--- src/hdl/onew_pkg.sv ---
`timescale 1ns / 1ps

package onew_pkg;

    localparam int TICK_W    = 16;
    localparam int BYTE_W    = 8;
    localparam int ACT_W     = 2;
    localparam int BIT_IDX_W = 3;
    localparam int CFG_IDX_W = 3;

    localparam logic [ACT_W-1:0] ACT_RESET = 2'd0;
    localparam logic [ACT_W-1:0] ACT_WRITE = 2'd1;
    localparam logic [ACT_W-1:0] ACT_READ  = 2'd2;

    localparam logic [CFG_IDX_W-1:0] REG_RESET_LOW     = 3'd0;
    localparam logic [CFG_IDX_W-1:0] REG_PRESENCE_WAIT = 3'd1;
    localparam logic [CFG_IDX_W-1:0] REG_START_LOW     = 3'd2;
    localparam logic [CFG_IDX_W-1:0] REG_SLOT_HOLD     = 3'd3;
    localparam logic [CFG_IDX_W-1:0] REG_RECOVERY      = 3'd4;
    localparam logic [CFG_IDX_W-1:0] REG_READ_SAMPLE   = 3'd5;

    localparam logic [TICK_W-1:0] RST_RESET_LOW     = 16'd600;
    localparam logic [TICK_W-1:0] RST_PRESENCE_WAIT = 16'd60;
    localparam logic [TICK_W-1:0] RST_START_LOW     = 16'd2;
    localparam logic [TICK_W-1:0] RST_SLOT_HOLD     = 16'd60;
    localparam logic [TICK_W-1:0] RST_RECOVERY      = 16'd10;
    localparam logic [TICK_W-1:0] RST_READ_SAMPLE   = 16'd2;

    typedef struct packed {
        logic [TICK_W-1:0] reset_low_ticks;
        logic [TICK_W-1:0] presence_wait_ticks;
        logic [TICK_W-1:0] start_low_ticks;
        logic [TICK_W-1:0] slot_hold_ticks;
        logic [TICK_W-1:0] recovery_ticks;
        logic [TICK_W-1:0] read_sample_ticks;
    } t_cfg;

    typedef struct packed {
        logic              start_req;
        logic [ACT_W-1:0]  action;
        logic [BYTE_W-1:0] write_byte;
        logic              line_level;
    } t_in_item;

    typedef struct packed {
        logic              line_release;
        logic              busy_res;
        logic              done_res;
        logic              presence_found;
        logic [BYTE_W-1:0] read_byte;
    } t_out_item;

    // A zero duration counts as one tick.
    function automatic logic [TICK_W-1:0] dur(input logic [TICK_W-1:0] v);
        dur = (v == '0) ? {{(TICK_W-1){1'b0}}, 1'b1} : v;
    endfunction

endpackage

--- src/hdl/onew_if.sv ---
`timescale 1ns / 1ps

interface onew_in_if;
    logic                        valid;
    logic                        ready;
    logic                        start_req;
    logic [onew_pkg::ACT_W-1:0]  action;
    logic [onew_pkg::BYTE_W-1:0] write_byte;
    logic                        line_level;

    modport source (output valid, start_req, action, write_byte, line_level, input ready);
    modport sink (input valid, start_req, action, write_byte, line_level, output ready);
endinterface

interface onew_out_if;
    logic                        valid;
    logic                        ready;
    logic                        line_release;
    logic                        busy_res;
    logic                        done_res;
    logic                        presence_found;
    logic [onew_pkg::BYTE_W-1:0] read_byte;

    modport source (output valid, line_release, busy_res, done_res, presence_found, read_byte,
                    input ready);
    modport sink (input valid, line_release, busy_res, done_res, presence_found, read_byte,
                  output ready);
endinterface

interface onew_cfg_if;
    logic                           valid;
    logic                           ready;
    logic [onew_pkg::CFG_IDX_W-1:0] index;
    logic [onew_pkg::TICK_W-1:0]    data;

    modport source (output valid, index, data, input ready);
    modport sink (input valid, index, data, output ready);
endinterface

--- src/hdl/one_wire_byte_master_core.sv ---
`timescale 1ns / 1ps

// One-wire bus master, one input transfer per timebase tick.
// i_in carries the tick: start request, action (bus reset with presence detect,
// write byte, read byte), the byte to write and the sampled line level.
// o_out returns exactly one result per input transfer: the line drive for that
// tick, busy and done flags, the last presence answer and the last byte read.
// i_cfg writes the six timing registers by index; it is always ready and should
// only be used while no action is running.
// Each input tick passes the input register and then the two-entry result buffer
// before its result is offered on o_out. The block takes one input transfer every
// cycle while the result buffer has space; the tick state machine computes each
// result combinationally from the input register into the result buffer.
// When the receiver stalls, the buffer holds up to two results and the input
// register one more tick before i_in.ready falls; nothing is dropped.
// Reset returns all timing registers to their defaults, puts the master in the
// idle phase with cleared presence and read byte, and empties both buffers.
module one_wire_byte_master_core (
    input  logic       i_clk,
    input  logic       i_rst_n,
    onew_in_if.sink    i_in,
    onew_out_if.source o_out,
    onew_cfg_if.sink   i_cfg
);
    import onew_pkg::*;

    t_cfg      cfg;
    t_in_item  r_item;
    t_out_item res;
    logic      r_in_valid;
    logic      buf_space;
    logic      step;

    assign step     = r_in_valid && buf_space;
    assign i_in.ready = !r_in_valid || step;

    always_ff @(posedge i_clk) begin
        if (!i_rst_n) begin
            r_in_valid <= 1'b0;
        end else if (i_in.ready) begin
            r_in_valid <= i_in.valid;
        end
    end

    always_ff @(posedge i_clk) begin
        if (i_in.valid && i_in.ready) begin
            r_item.start_req  <= i_in.start_req;
            r_item.action     <= i_in.action;
            r_item.write_byte <= i_in.write_byte;
            r_item.line_level <= i_in.line_level;
        end
    end

    onew_cfg_regs u_cfg (
        .i_clk   (i_clk),
        .i_rst_n (i_rst_n),
        .i_cfg   (i_cfg),
        .o_cfg   (cfg)
    );

    onew_fsm u_fsm (
        .i_clk   (i_clk),
        .i_rst_n (i_rst_n),
        .i_step  (step),
        .i_item  (r_item),
        .i_cfg   (cfg),
        .o_res   (res)
    );

    onew_out_buf u_buf (
        .i_clk   (i_clk),
        .i_rst_n (i_rst_n),
        .i_push  (step),
        .i_item  (res),
        .o_space (buf_space),
        .o_out   (o_out)
    );

`ifndef SYNTH
    a_in_held: assert property (@(posedge i_clk) disable iff (!i_rst_n)
        (r_in_valid && !buf_space) |=> r_in_valid)
        else $error("buffered input tick lost while result buffer full");

    a_done_busy: assert property (@(posedge i_clk) disable iff (!i_rst_n)
        (step && res.done_res) |-> res.busy_res)
        else $error("done without busy");

    a_idle_release: assert property (@(posedge i_clk) disable iff (!i_rst_n)
        (step && !res.busy_res) |-> res.line_release)
        else $error("line driven low while idle");

    a_no_push_full: assert property (@(posedge i_clk) disable iff (!i_rst_n)
        (o_out.valid && !o_out.ready && !buf_space) |=> o_out.valid)
        else $error("result buffer emptied while stalled");
`endif

endmodule

--- src/hdl/onew_cfg_regs.sv ---
`timescale 1ns / 1ps

module onew_cfg_regs (
    input  logic         i_clk,
    input  logic         i_rst_n,
    onew_cfg_if.sink     i_cfg,
    output onew_pkg::t_cfg o_cfg
);
    import onew_pkg::*;

    t_cfg r_cfg;
    t_cfg n_cfg;

    assign i_cfg.ready = 1'b1;
    assign o_cfg       = r_cfg;

    always_comb begin
        n_cfg = r_cfg;
        if (i_cfg.valid) begin
            case (i_cfg.index)
                REG_RESET_LOW:     n_cfg.reset_low_ticks     = i_cfg.data;
                REG_PRESENCE_WAIT: n_cfg.presence_wait_ticks = i_cfg.data;
                REG_START_LOW:     n_cfg.start_low_ticks     = i_cfg.data;
                REG_SLOT_HOLD:     n_cfg.slot_hold_ticks     = i_cfg.data;
                REG_RECOVERY:      n_cfg.recovery_ticks      = i_cfg.data;
                REG_READ_SAMPLE:   n_cfg.read_sample_ticks   = i_cfg.data;
                default:           n_cfg = r_cfg;
            endcase
        end
    end

    always_ff @(posedge i_clk) begin
        if (!i_rst_n) begin
            r_cfg.reset_low_ticks     <= RST_RESET_LOW;
            r_cfg.presence_wait_ticks <= RST_PRESENCE_WAIT;
            r_cfg.start_low_ticks     <= RST_START_LOW;
            r_cfg.slot_hold_ticks     <= RST_SLOT_HOLD;
            r_cfg.recovery_ticks      <= RST_RECOVERY;
            r_cfg.read_sample_ticks   <= RST_READ_SAMPLE;
        end else begin
            r_cfg <= n_cfg;
        end
    end

endmodule

--- src/hdl/onew_fsm.sv ---
`timescale 1ns / 1ps

module onew_fsm (
    input  logic                 i_clk,
    input  logic                 i_rst_n,
    input  logic                 i_step,
    input  onew_pkg::t_in_item   i_item,
    input  onew_pkg::t_cfg       i_cfg,
    output onew_pkg::t_out_item  o_res
);
    import onew_pkg::*;

    localparam logic [3:0] PH_IDLE     = 4'd0;
    localparam logic [3:0] PH_RST_LOW  = 4'd1;
    localparam logic [3:0] PH_RST_WAIT = 4'd2;
    localparam logic [3:0] PH_RST_HIGH = 4'd3;
    localparam logic [3:0] PH_BIT_LOW  = 4'd4;
    localparam logic [3:0] PH_WR_HOLD  = 4'd5;
    localparam logic [3:0] PH_WR_REC   = 4'd6;
    localparam logic [3:0] PH_RD_REL   = 4'd7;
    localparam logic [3:0] PH_RD_WAIT  = 4'd8;

    logic [3:0]           r_phase, n_phase;
    logic [TICK_W-1:0]    r_tick, n_tick;
    logic [BIT_IDX_W-1:0] r_bit, n_bit;
    logic [BYTE_W-1:0]    r_shift, n_shift;
    logic [ACT_W-1:0]     r_act, n_act;
    logic                 r_pres, n_pres;
    logic [BYTE_W-1:0]    r_rx, n_rx;

    logic              start_hit;
    logic              level;
    logic              busy;
    logic              done;
    logic              fin;
    logic              tick_end;
    logic [TICK_W-1:0] tick_inc;
    logic [TICK_W-1:0] len;

    always_comb begin
        n_phase = r_phase;
        n_tick  = r_tick;
        n_bit   = r_bit;
        n_shift = r_shift;
        n_act   = r_act;
        n_pres  = r_pres;
        n_rx    = r_rx;
        level   = 1'b1;
        done    = 1'b0;
        fin     = 1'b0;

        start_hit = (r_phase == PH_IDLE) && i_item.start_req
                    && (i_item.action inside {ACT_RESET, ACT_WRITE, ACT_READ});
        if (start_hit) begin
            n_act   = i_item.action;
            n_bit   = '0;
            n_shift = (i_item.action == ACT_WRITE) ? i_item.write_byte : '0;
            n_phase = (i_item.action == ACT_RESET) ? PH_RST_LOW : PH_BIT_LOW;
            n_tick  = '0;
        end

        case (n_phase)
            PH_RST_LOW:  len = dur(i_cfg.reset_low_ticks);
            PH_RST_WAIT: len = dur(i_cfg.presence_wait_ticks);
            PH_BIT_LOW:  len = dur(i_cfg.start_low_ticks);
            PH_WR_HOLD:  len = dur(i_cfg.slot_hold_ticks);
            PH_WR_REC:   len = i_cfg.recovery_ticks;
            PH_RD_REL:   len = dur(i_cfg.read_sample_ticks);
            PH_RD_WAIT:  len = dur(i_cfg.slot_hold_ticks);
            default:     len = dur('0);
        endcase

        tick_inc = n_tick + TICK_W'(1);
        tick_end = (tick_inc >= len);
        busy     = (n_phase != PH_IDLE);

        case (n_phase)
            PH_IDLE: begin
                busy = 1'b0;
            end
            PH_RST_LOW: begin
                level   = 1'b0;
                n_tick  = tick_end ? '0 : tick_inc;
                n_phase = tick_end ? PH_RST_WAIT : PH_RST_LOW;
            end
            PH_RST_WAIT: begin
                n_tick  = tick_end ? '0 : tick_inc;
                n_phase = tick_end ? PH_RST_HIGH : PH_RST_WAIT;
            end
            PH_RST_HIGH: begin
                if (n_tick == '0) begin
                    n_pres = !i_item.line_level;
                    n_tick = {{(TICK_W-1){1'b0}}, 1'b1};
                end
                if (i_item.line_level) begin
                    done    = 1'b1;
                    n_phase = PH_IDLE;
                    n_tick  = '0;
                end
            end
            PH_BIT_LOW: begin
                level  = 1'b0;
                n_tick = tick_end ? '0 : tick_inc;
                if (tick_end) begin
                    n_phase = (n_act == ACT_WRITE) ? PH_WR_HOLD : PH_RD_REL;
                end
            end
            PH_WR_HOLD: begin
                level  = n_shift[n_bit];
                n_tick = tick_inc;
                if (tick_end) begin
                    if (i_cfg.recovery_ticks == '0) begin
                        fin = 1'b1;
                    end else begin
                        n_phase = PH_WR_REC;
                        n_tick  = '0;
                    end
                end
            end
            PH_WR_REC: begin
                n_tick = tick_inc;
                fin    = tick_end;
            end
            PH_RD_REL: begin
                n_tick  = tick_end ? '0 : tick_inc;
                n_phase = tick_end ? PH_RD_WAIT : PH_RD_REL;
            end
            PH_RD_WAIT: begin
                if ((n_tick == '0) && i_item.line_level) begin
                    n_shift = n_shift | (BYTE_W'(1) << n_bit);
                end
                n_tick = tick_inc;
                fin    = tick_end;
            end
            default: begin
                busy    = 1'b0;
                n_phase = PH_IDLE;
                n_tick  = '0;
            end
        endcase

        if (fin) begin
            n_tick = '0;
            if (n_bit == '1) begin
                if (n_act == ACT_READ) begin
                    n_rx = n_shift;
                end
                n_phase = PH_IDLE;
                done    = 1'b1;
            end else begin
                n_bit   = n_bit + BIT_IDX_W'(1);
                n_phase = PH_BIT_LOW;
            end
        end
    end

    assign o_res.line_release   = level;
    assign o_res.busy_res       = busy;
    assign o_res.done_res       = done;
    assign o_res.presence_found = n_pres;
    assign o_res.read_byte      = n_rx;

    always_ff @(posedge i_clk) begin
        if (!i_rst_n) begin
            r_phase <= PH_IDLE;
            r_tick  <= '0;
            r_bit   <= '0;
            r_shift <= '0;
            r_act   <= ACT_RESET;
            r_pres  <= 1'b0;
            r_rx    <= '0;
        end else if (i_step) begin
            r_phase <= n_phase;
            r_tick  <= n_tick;
            r_bit   <= n_bit;
            r_shift <= n_shift;
            r_act   <= n_act;
            r_pres  <= n_pres;
            r_rx    <= n_rx;
        end
    end

endmodule

--- src/hdl/onew_out_buf.sv ---
`timescale 1ns / 1ps

module onew_out_buf (
    input  logic                i_clk,
    input  logic                i_rst_n,
    input  logic                i_push,
    input  onew_pkg::t_out_item i_item,
    output logic                o_space,
    onew_out_if.source          o_out
);
    import onew_pkg::*;

    t_out_item  r_q0;
    t_out_item  r_q1;
    logic [1:0] r_cnt, n_cnt;
    logic       pop;

    assign o_space = (r_cnt != 2'd2);
    assign pop     = o_out.valid && o_out.ready;

    assign o_out.valid          = (r_cnt != 2'd0);
    assign o_out.line_release   = r_q0.line_release;
    assign o_out.busy_res       = r_q0.busy_res;
    assign o_out.done_res       = r_q0.done_res;
    assign o_out.presence_found = r_q0.presence_found;
    assign o_out.read_byte      = r_q0.read_byte;

    assign n_cnt = r_cnt + {1'b0, i_push} - {1'b0, pop};

    always_ff @(posedge i_clk) begin
        if (!i_rst_n) begin
            r_cnt <= 2'd0;
        end else begin
            r_cnt <= n_cnt;
        end
    end

    always_ff @(posedge i_clk) begin
        if (pop) begin
            if (r_cnt == 2'd2) begin
                r_q0 <= r_q1;
            end else if (i_push) begin
                r_q0 <= i_item;
            end
        end else if (i_push) begin
            if (r_cnt == 2'd0) begin
                r_q0 <= i_item;
            end else begin
                r_q1 <= i_item;
            end
        end
    end

endmodule
--- src/flat_wrapper.sv ---
// flat-port wrapper written by rule: the top's interface ports become plain ports
module one_wire_byte_master_core_flat import onew_pkg::*;
  (i_clk, i_rst_n, i_in_valid, i_in_start_req, i_in_action, i_in_write_byte, i_in_line_level, i_in_ready, o_out_valid, o_out_line_release, o_out_busy_res, o_out_done_res, o_out_presence_found, o_out_read_byte, o_out_ready, i_cfg_valid, i_cfg_index, i_cfg_data, i_cfg_ready);
  onew_in_if i_in_i ();
  onew_out_if o_out_i ();
  onew_cfg_if i_cfg_i ();
  input  logic i_clk;
  input  logic i_rst_n;
  input wire logic [$bits(i_in_i.valid)-1:0] i_in_valid;
  input wire logic [$bits(i_in_i.start_req)-1:0] i_in_start_req;
  input wire logic [$bits(i_in_i.action)-1:0] i_in_action;
  input wire logic [$bits(i_in_i.write_byte)-1:0] i_in_write_byte;
  input wire logic [$bits(i_in_i.line_level)-1:0] i_in_line_level;
  output wire logic [$bits(i_in_i.ready)-1:0] i_in_ready;
  output wire logic [$bits(o_out_i.valid)-1:0] o_out_valid;
  output wire logic [$bits(o_out_i.line_release)-1:0] o_out_line_release;
  output wire logic [$bits(o_out_i.busy_res)-1:0] o_out_busy_res;
  output wire logic [$bits(o_out_i.done_res)-1:0] o_out_done_res;
  output wire logic [$bits(o_out_i.presence_found)-1:0] o_out_presence_found;
  output wire logic [$bits(o_out_i.read_byte)-1:0] o_out_read_byte;
  input wire logic [$bits(o_out_i.ready)-1:0] o_out_ready;
  input wire logic [$bits(i_cfg_i.valid)-1:0] i_cfg_valid;
  input wire logic [$bits(i_cfg_i.index)-1:0] i_cfg_index;
  input wire logic [$bits(i_cfg_i.data)-1:0] i_cfg_data;
  output wire logic [$bits(i_cfg_i.ready)-1:0] i_cfg_ready;
  assign i_in_i.valid = i_in_valid;
  assign i_in_i.start_req = i_in_start_req;
  assign i_in_i.action = i_in_action;
  assign i_in_i.write_byte = i_in_write_byte;
  assign i_in_i.line_level = i_in_line_level;
  assign i_in_ready = i_in_i.ready;
  assign o_out_valid = o_out_i.valid;
  assign o_out_line_release = o_out_i.line_release;
  assign o_out_busy_res = o_out_i.busy_res;
  assign o_out_done_res = o_out_i.done_res;
  assign o_out_presence_found = o_out_i.presence_found;
  assign o_out_read_byte = o_out_i.read_byte;
  assign o_out_i.ready = o_out_ready;
  assign i_cfg_i.valid = i_cfg_valid;
  assign i_cfg_i.index = i_cfg_index;
  assign i_cfg_i.data = i_cfg_data;
  assign i_cfg_ready = i_cfg_i.ready;
  one_wire_byte_master_core u_core (.i_clk(i_clk), .i_rst_n(i_rst_n), .i_in(i_in_i), .o_out(o_out_i), .i_cfg(i_cfg_i));
endmodule
--- config.mk ---
export PLATFORM = sky130hd
export DESIGN_NAME = one_wire_byte_master_core_flat
export DESIGN_NICKNAME = d
export VERILOG_FILES = /design/src/hdl/onew_pkg.sv /design/src/hdl/onew_if.sv /design/src/hdl/one_wire_byte_master_core.sv /design/src/hdl/onew_cfg_regs.sv /design/src/hdl/onew_fsm.sv /design/src/hdl/onew_out_buf.sv /design/src/flat_wrapper.sv
export SDC_FILE = /design/constraint.sdc
export NUM_CORES = 1
export LEC_CHECK = 0
export ABC_AREA = 0
export ABC_CLOCK_PERIOD_IN_PS = 13050
export BUFFER_PORTS_ARGS = -buffer_cell sky130_fd_sc_hd__clkbuf_2
export CORE_MARGIN = 1
export CORE_UTILIZATION = 39
export DETAILED_ROUTE_END_ITERATION = 10
export PLACE_DENSITY = 0.63
export SETUP_SLACK_MARGIN = 0.1
export SLEW_MARGIN = 20
export SYNTH_ARGS = -nofsm -noshare
export SYNTH_HDL_FRONTEND = slang
export SYNTH_SLANG_ARGS = --single-unit
--- constraint.sdc ---
create_clock -name i_clk -period 13.05 [get_ports i_clk]
set_input_delay 1.305 -clock i_clk [delete_from_list [all_inputs] [get_ports i_clk]]
set_output_delay 1.305 -clock i_clk [all_outputs]
set_load 0.05 [all_outputs]
==> After elaboration in Yosys (flattened, before gate mapping) <==
Index checks and enable logic that the tools add are counted.
{ "word_totals": {"reg_bits": 177, "in_bits": 36, "out_inout_bits": 15, "word_cells": 156} }
{ "classes": {"eq_ne": 20, "n_bitwise": 3, "order_cmp": 2, "reduce_logical": 41, "addsub": 4, "n_mux": 56, "shift": 1} }
{ "ops": {"columns": ["cell", "count"], "rows": [
  ["16-bit 2-to-1 mux", 12],
  ["16-bit zero test", 7],
  ["16-bit one-hot mux with 6 select lines", 1],
  ["16-bit one-hot mux with 5 select lines", 1],
  ["12-bit 2-to-1 mux", 5],
  ["8-bit 2-to-1 mux", 7],
  ["4-bit 2-to-1 mux", 7],
  ["4-bit one-hot mux with 7 select lines", 1],
  ["16-bit by 1-bit adder with 16-bit output, second input constant", 1],
  ["4-bit by 3-bit == test with 1-bit output, second input constant", 4],
  ["16-bit greater-or-equal comparator", 1],
  ["3-bit 2-to-1 mux", 5],
  ["2-bit AND reduction", 6],
  ["1-bit 2-to-1 mux", 11],
  ["3-bit == test, second input constant", 3],
  ["4-bit by 2-bit == test with 1-bit output, second input constant", 2],
  ["4-bit zero test", 2],
  ["8-bit bitwise OR", 1],
  ["2-bit nonzero test", 4],
  ["8-bit OR reduction", 1],
  ["1-bit by 3-bit left shift with 8-bit output, first input constant", 1],
  ["2-bit == test, second input constant", 3],
  ["3-bit by 2-bit == test with 1-bit output, second input constant", 2],
  ["1-bit logical AND", 6],
  ["other kinds (23)", 33]
]} }

==> Logic depth before layout (Yosys ltp) <==
Gate-level depths: netlist (run 1).
{ "depth": {"word_depth": 14, "depth_mapped": 22} }

==> By module <==
A second synthesis (run 1) with hierarchy kept.
{ "hier_totals": {"cells_unflattened": 926, "hier_area_um2": 9075.0} }
{ "modules_own_cells": {"columns": ["module", "area_per_inst_um2", "seq_area_each_um2", "cells_each", "instances"], "rows": [
  ["onew_fsm", 3971.3, 840.8, 510, 1],
  ["onew_cfg_regs", 3611.0, 1921.8, 344, 1],
  ["onew_out_buf", 1067.3, 760.7, 54, 1],
  ["one_wire_byte_master_core", 425.4, 380.4, 18, 1]
]} }

==> Least setup slack after synthesis (run 1) <==
No wires, ideal clock.
{ "synth_timing": {"path_type": "reg-to-reg", "from": "reg u_core.u_fsm.r_phase[2]", "to": "reg u_core.u_buf.r_q0 (netlist bit u_core.u_buf.o_out.read_byte[2]) (data pin)", "path_buffers": 4, "setup_slack_ns": 8.160, "path_stages_with_launch": 23, "arrival_time_ns": 4.630, "cell_sequence": "dfxtp_1 -> buf_4 -> nor3_2 -> nand4b_1 -> clkbuf_1 -> clkbuf_1 -> nand2_1 -> inv_1 -> ha_1 -> nand3_2 -> nor3_1 -> nand3_1 -> or4_1 -> a21oi_2 -> ha_1 -> o211ai_1 -> nor2_1 -> a221oi_1 -> o21ai_1 -> nand2_1 -> buf_6 -> mux2_4 -> mux2_2"} }
{ "synth_lines": {"columns": ["item", "line", "text"], "rows": [
  ["from (decl)", "onew_fsm.sv:23", "logic [3:0] r_phase, n_phase;"],
  ["from (signal assigned)", "onew_fsm.sv:173", "r_phase <= n_phase;"],
  ["to (signal assigned)", "onew_out_buf.sv:41", "r_q0 <= r_q1;"],
  ["to (signal assigned)", "onew_out_buf.sv:43", "r_q0 <= i_item;"],
  ["to (signal assigned)", "onew_out_buf.sv:47", "r_q0 <= i_item;"],
  ["to (decl)", "onew_out_buf.sv:13", "t_out_item r_q0;"]
]} }

==> results of run 1 <==
==> critical path, cell delays in order, from the launching register on <==
cell and delay [ns]:
dfxtp_1 0.75, nor3_2 0.15, nand4b_1 0.13, buf_4 0.27, nand2_1 0.14, inv_1 0.12
ha_1 0.22, nand3_2 0.14, nor3_1 0.35, nand3_1 0.19, or4_1 0.52, a21oi_2 0.21
ha_1 0.28, o211ai_1 0.09, nor2_1 0.08, a221oi_1 0.34, o21ai_1 0.12, buf_4 0.21
nand2_1 0.42, mux2_1 0.39, mux2_2 0.26
==> metrics by stage <==
stage,setup slack [ns],cells,hold WS (ns)
finish,7.41,1354,0.469
global route,6.95,1354,0.492
CTS,7.47,1354,0.463
detailed placement,7.49,1322,0.452
global placement,7.60,1322,0.445
floorplan,8.16,1047,0.436
==> how the worst max path moves through the flow <==
stage	endpoint
detailed placement	u_core.u_buf.o_out.read_byte[5]
global placement	u_core.u_buf.o_out.read_byte[5]
CTS	u_core.u_buf.o_out.read_byte[5]
global route	u_core.u_buf.o_out.read_byte[5]
finish	u_core.u_buf.o_out.read_byte[5]
floorplan	u_core.u_buf.o_out.read_byte[2]
==> per-layer routing <==
layer | vias to the layer above | global-route usage | part of all wire
met4 | 0 | 0.0787 | 0.022
met1 | 3643 | 0.309 | 0.48
met2 | 238 | 0.328 | 0.45
met5 | - | 0 | 0
li1 | 3784 | - | -
met3 | 38 | 0.0338 | 0.052
==> sequential cells by signal, indices dropped and copies added (netlist names), 3 cells and up <==
register                      cells
u_core.u_buf.o_out.read_byte      8
u_core.u_cfg.o_cfg               96
u_core.u_fsm.r_phase              4
u_core.u_buf.r_q1                12
u_core.r_item                    12
u_core.u_fsm.r_rx                 8
u_core.u_fsm.r_tick              16
u_core.u_fsm.r_bit                3
u_core.u_fsm.r_shift              8
==> placed cells by master, fill, tap and decap left out, drive strengths merged, types with 3 or more instances in the layout <==
master and count:
a211oi 15, a21o 3, a21oi 127, a221oi 4, a222oi 13, a22oi 21
a31oi 4, and2 9, and3 11, and4 4, buf 8, clkbuf 66
clkinv 6, dfxtp 141, edfxtp 36, ha 24, inv 22, mux2 18
mux2i 7, nand2 253, nand2b 3, nand3 40, nand4 7, nor2 72
nor2b 12, nor3 18, nor4 28, o211ai 7, o21a 5, o21ai 19
o22a 6, o22ai 5, or3b 4, xnor2 9, xor2 6
==> where the power goes <==
part	total (W)	internal, W	switching (W)	leakage [nW]
Combinational	0.000248	0.0000785	0.000170	1.81
Clock	0.000527	0.000276	0.000251	0.293
Sequential	0.000606	0.000586	0.0000204	1.49
Total	0.00138	0.000940	0.000441	3.59
==> cell families after synthesis <==
kind of cell | Yosys count
xor gates and xnor gates | 15
adders and majority gates | 24
buffers and inverters | 78
and+or+nand+nor | 479
DFF | 177
AOI/OAI and AO/OA | 246
other | 1
muxes | 27
==> area by class of cell <==
| cell class | count | share of cell area |
|---|---|---|
| clock buffers | 17 | 0.0437 |
| clock inverters | 15 | 0.0193 |
| inverters | 16 | 0.00629 |
| multi-input cells | 792 | 0.463 |
| flip-flops and latches | 177 | 0.401 |
| well taps | 280 | 0.0360 |
| repair buffers | 57 | 0.0313 |
==> impl_metrics.yaml, run 1 <==
logic_synthesis:
  synthFlopType: "dfxtp_1"
  synth_fa_ha_area_frac: 0.0344
  syn-num-nets: 1107
  synth_top_family_by_area: "simple AND/OR/NAND/NOR gates"
  postSynthAreaPerCell_um2: 8.34
  syn_area_mm2: 0.00873
  synth_compound_area_frac: 0.177
  synth_mux_area_frac: 0.0372
  synth_edf_count: 36
  synth.area.top_cells: "dfxtp_1, edfxtp_1, nand2_1"
  yosysWarningCount: 0
  synth_async_sr_flop_share: 0
  yosysTopAreaCell: "dfxtp_1"
  synth-xor-area-share: 0.0150
  yosys.area_share.simple: 0.252
  yosys-top-cells-count: "nand2_1, dfxtp_1, a21oi_1"
  yosys.cell_types.count: 76
  synth_cells: 1047
  synth_top_cell_area_share: 0.323
  yosysMostFrequentCell: "nand2_1"
  yosysSeqAreaShare: 0.447
  ys_seq_elements: 177
timing:
  period_needed_ns: 5.64
  fmax_ghz: 0.177
  skew_ns: 0.0101
  fin_crit_sh: 0.432
  slew_violations: 0
  slew_headroom: 0.334
  hold_viol_final: 0
  finalSetupTns_ns: 0
  final-setup-viol-count: 0
  tightest_slew_ns: 0.999
  rsz0062_at_grt: "false"
grt:
  grt_pass1_vias: 7123
  grt_max_degree: 92
  grt_pass1_wl_um: 38600
  antenna_found_initial: 0
  grt_remaining_overflow: 0
  grt_usage: 0.217
run_status:
  outcome: "complete, no violations"
power:
  p_leak_nw: 3.59
  power_density_mw_per_mm2: 142
  p_total_w: 0.00138
  peakVddDrop_mv: 0.0912
flow_run:
  drv_cap: 0
hold_path:
  hp-start: "u_core.u_cfg.o_cfg[32]"
  hold_path.class: "register to register"
  hold_depth: 2
  holdPathEnd: "u_core.u_cfg.o_cfg[32]"
setup_path:
  required_ns: 13.24
  r2r_slack_ns: 7.41
  reg2reg_from: "u_core.u_fsm.r_phase[2]"
  crit_path_end_kind: "register"
  worstSetupPathType: "register to register"
  critPathArrivalTime_ns: 5.83
  critPathLaunch: "u_core.u_fsm.r_phase[2]"
  rr_endpoint: "u_core.u_buf.o_out.read_byte[5]"
  rr_worst_depth: 20
  start_kind: "register"
  cp_max_fo: 25
drt:
  drt_iter0_markers: 737
  routed_wl_um: 23800
  routed_via_density: 5.69
  drc: 0
  drt-wirelength-per-cell_um: 17.6
  via_count: 7703
  dr.pass1.iters: 7
  drtAntennaViolNets: 0
layout:
  multi_input_area_mm2: 0.00451
  nFillCells: 2222
  final_area_mm2: 0.00974
  final_nets: 1121
  ff_latch_area_mm2: 0.00390
  syn2layout_area_growth_pct: 11.6
  diodes: 0
  layout-drive-gt1-share: 0.114
  final_util: 0.445
floorplan:
  io_pins: 51
  core_area_mm2: 0.0219
  die_w_um: 152
  rows: 54
  die_h_um: 152
  initial_core_util: 0.399
  dieArea_mm2: 0.0230
clocking:
  clockBufferDepth: 2
  insertion_delay_ns: 0.44
  htreeDepth: 4
  cts_setup_buffers: 0
  cts_inserted_buffers: 17
  cts_resized: 0
  root_buffer: "clkbuf_16"
  cts_sinks: 177
  clk_pin_slew_ns: 0.07
  cts_tree: "built"
  cts-hold-fix-buffers: 0
placed_design:
  portBuffers: 49
  placed_area_mm2: 0.00913
  dp_hpwl_um: 16900
  place_congestion: 0.854
Note: power is estimated with default switching activity, not from simulation.
==> run 2: changes to the inputs <==
--- a/config.mk
+++ b/config.mk
@@ -6,12 +6,12 @@
 export NUM_CORES = 1
 export LEC_CHECK = 0
 export ABC_AREA = 0
-export ABC_CLOCK_PERIOD_IN_PS = 13050
+export ABC_CLOCK_PERIOD_IN_PS = 5000
 export BUFFER_PORTS_ARGS = -buffer_cell sky130_fd_sc_hd__clkbuf_2
 export CORE_MARGIN = 1
 export CORE_UTILIZATION = 39
 export DETAILED_ROUTE_END_ITERATION = 10
-export PLACE_DENSITY = 0.63
+export PLACE_DENSITY = 0.65
 export SETUP_SLACK_MARGIN = 0.1
 export SLEW_MARGIN = 20
 export SYNTH_ARGS = -nofsm -noshare
==> constraint.sdc (replaced) <==
create_clock -name i_clk -period 5 [get_ports i_clk]
set_input_delay 0.5 -clock i_clk [delete_from_list [all_inputs] [get_ports i_clk]]
set_output_delay 0.5 -clock i_clk [all_outputs]
set_load 0.05 [all_outputs]
==> run 2 against run 1 <==
Net effect: register-to-register slack worse by 7.0 ns; routed wire length increased by 0.46%; global-route usage down 0.16 points; critical path type unchanged; critical endpoint is now u_core.u_fsm.r_tick[9]; largest power group unchanged.
==> impl_metrics.yaml, run 2 (same netlist as run 1, synthesis figures left out) <==
run_status:
  outcome: "complete, no violations"
layout:
  largest_reg_flops: 96
  final_common_cell: "nand2_1"
  diodes: 0
  final_nets: 1129
  syn2layout_area_growth_pct: 12.6
  final_cell_mix: "nand2_1, dfxtp_1, a21oi_1"
  layout-drive-gt1-share: 0.125
  fin_cells: 1362
clocking:
  clockBufferDepth: 2
  root_buffer: "clkbuf_16"
  htreeDepth: 4
  insertion_delay_ns: 0.44
  cts_inserted_buffers: 17
  cts_sinks: 177
  clk_pin_slew_ns: 0.07
  cts_setup_buffers: 0
  cts_tree: "built"
grt:
  grtUsageMet2: 0.336
  met1_usage: 0.306
  grt_pass1_vias: 7001
  met3_usage: 0.0323
  grt_remaining_overflow: 0
  grt_busiest_layer: "met2"
  grt_usage: 0.215
  antenna_found_initial: 0
  grt_max_degree: 81
  grt_pass1_wl_um: 38300
drt:
  drc: 0
  dr.pass1.iters: 6
  via_count: 7795
  routed_wl_um: 23900
  drtAntennaViolNets: 0
  drt_iter0_markers: 822
  drt-wirelength-per-cell_um: 17.5
  routed_via_density: 5.72
power:
  peakVddDrop_mv: 0.247
  p_total_w: 0.00364
  p_leak_nw: 3.66
  power_density_mw_per_mm2: 370
timing:
  skew_ns: 0.0156
  finalSetupTns_ns: 0
  fin_crit_sh: 0.918
  tightest_slew_ns: 0.850
  hold_viol_final: 0
  setup_ws_ns: 0.411
  final-setup-viol-count: 0
  rsz0062_at_grt: "false"
  slew_violations: 0
  period_needed_ns: 4.59
  fin_hold_ws_ns: 0.238
  slew_headroom: 0.433
  fmax_ghz: 0.218
setup_path:
  start_kind: "register"
  cp_max_fo: 12
  worstSetupPathType: "register to register"
  required_ns: 5.35
  critPathArrivalTime_ns: 4.94
  crit_path_end_kind: "register"
flow_run:
  drv_cap: 0
placed_design:
  dp_hpwl_um: 17000
  place_ws_ns: 0.191
  place_congestion: 0.911
  dp.cells: 1330
  portBuffers: 49
floorplan:
  io_pins: 51
  die_w_um: 152
  initial_core_util: 0.399
  rows: 54
  core_area_mm2: 0.0219
  die_h_um: 152
  dieArea_mm2: 0.0230
hold_path:
  hold_path.class: "primary input to register"
[run 2: timing repair]
item                                    4_1_cts  5_1_grt
endpoints found under the setup margin        0       34
gates resized for setup                       0        6
hold buffers                                  0        0
[run 2: critical path, stage by stage, from the launching register on]
cell,delay (ns)
edfxtp_1,0.43
nand2_1,0.09
nand4b_1,0.22
nand2_1,0.14
inv_1,0.10
ha_1,0.21
nand3_2,0.19
nor3_4,0.25
nand3_1,0.16
or4_1,0.52
a21oi_2,0.20
ha_1,0.26
o211ai_1,0.09
nor2_1,0.08
a221oi_2,0.33
o21ai_2,0.17
buf_4,0.22
nor3_2,0.18
buf_4,0.20
or3b_1,0.35
a21oi_1,0.12
[run 2: cell type report]
cell class	instances	area [µm²]
Clock buffer	17	425
Clock inverter	15	183
Fill cell	2218	12100
Inverter	16	61.3
Multi-Input combinational cell	792	4540
Sequential cell	177	3900
Tap cell	280	350
Timing Repair Buffer	65	365
[run 2: where the power goes]
group | internal [W] | switching [W]
Combinational | 0.000218 | 0.000464
Sequential | 0.00153 | 0.0000417
Clock | 0.000723 | 0.000665
Total | 0.00247 | 0.00117
[run 2: metal layers]
| layer | share of wire | vias up |
|---|---|---|
| met5 | 0 | - |
| met4 | 0.013 | 0 |
| met3 | 0.057 | 23 |
| met2 | 0.46 | 265 |
| met1 | 0.47 | 3706 |
| li1 | - | 3801 |
[run 2: path summary, 6_finish.rpt]
check	from	endpoint	slack, ns	depth (start not counted)
worst min-delay path	i_in_write_byte[2]	u_core.r_item[3]	0.24	1
worst max-delay path	u_core.r_item[9]	u_core.u_fsm.r_tick[9]	0.41	20
worst max register to register	u_core.r_item[9]	u_core.u_fsm.r_tick[9]	0.41	20
worst min register to register	u_core.u_fsm.r_pres	u_core.u_fsm.r_pres	0.47	2
[run 2: per-stage QoR]
step	instance area, µm²	utilization
after floorplan	8730	-
after global placement	9190	0.420
after detailed placement	9190	0.420
after CTS	9800	0.447
after global routing	9830	0.449
final	9830	0.449
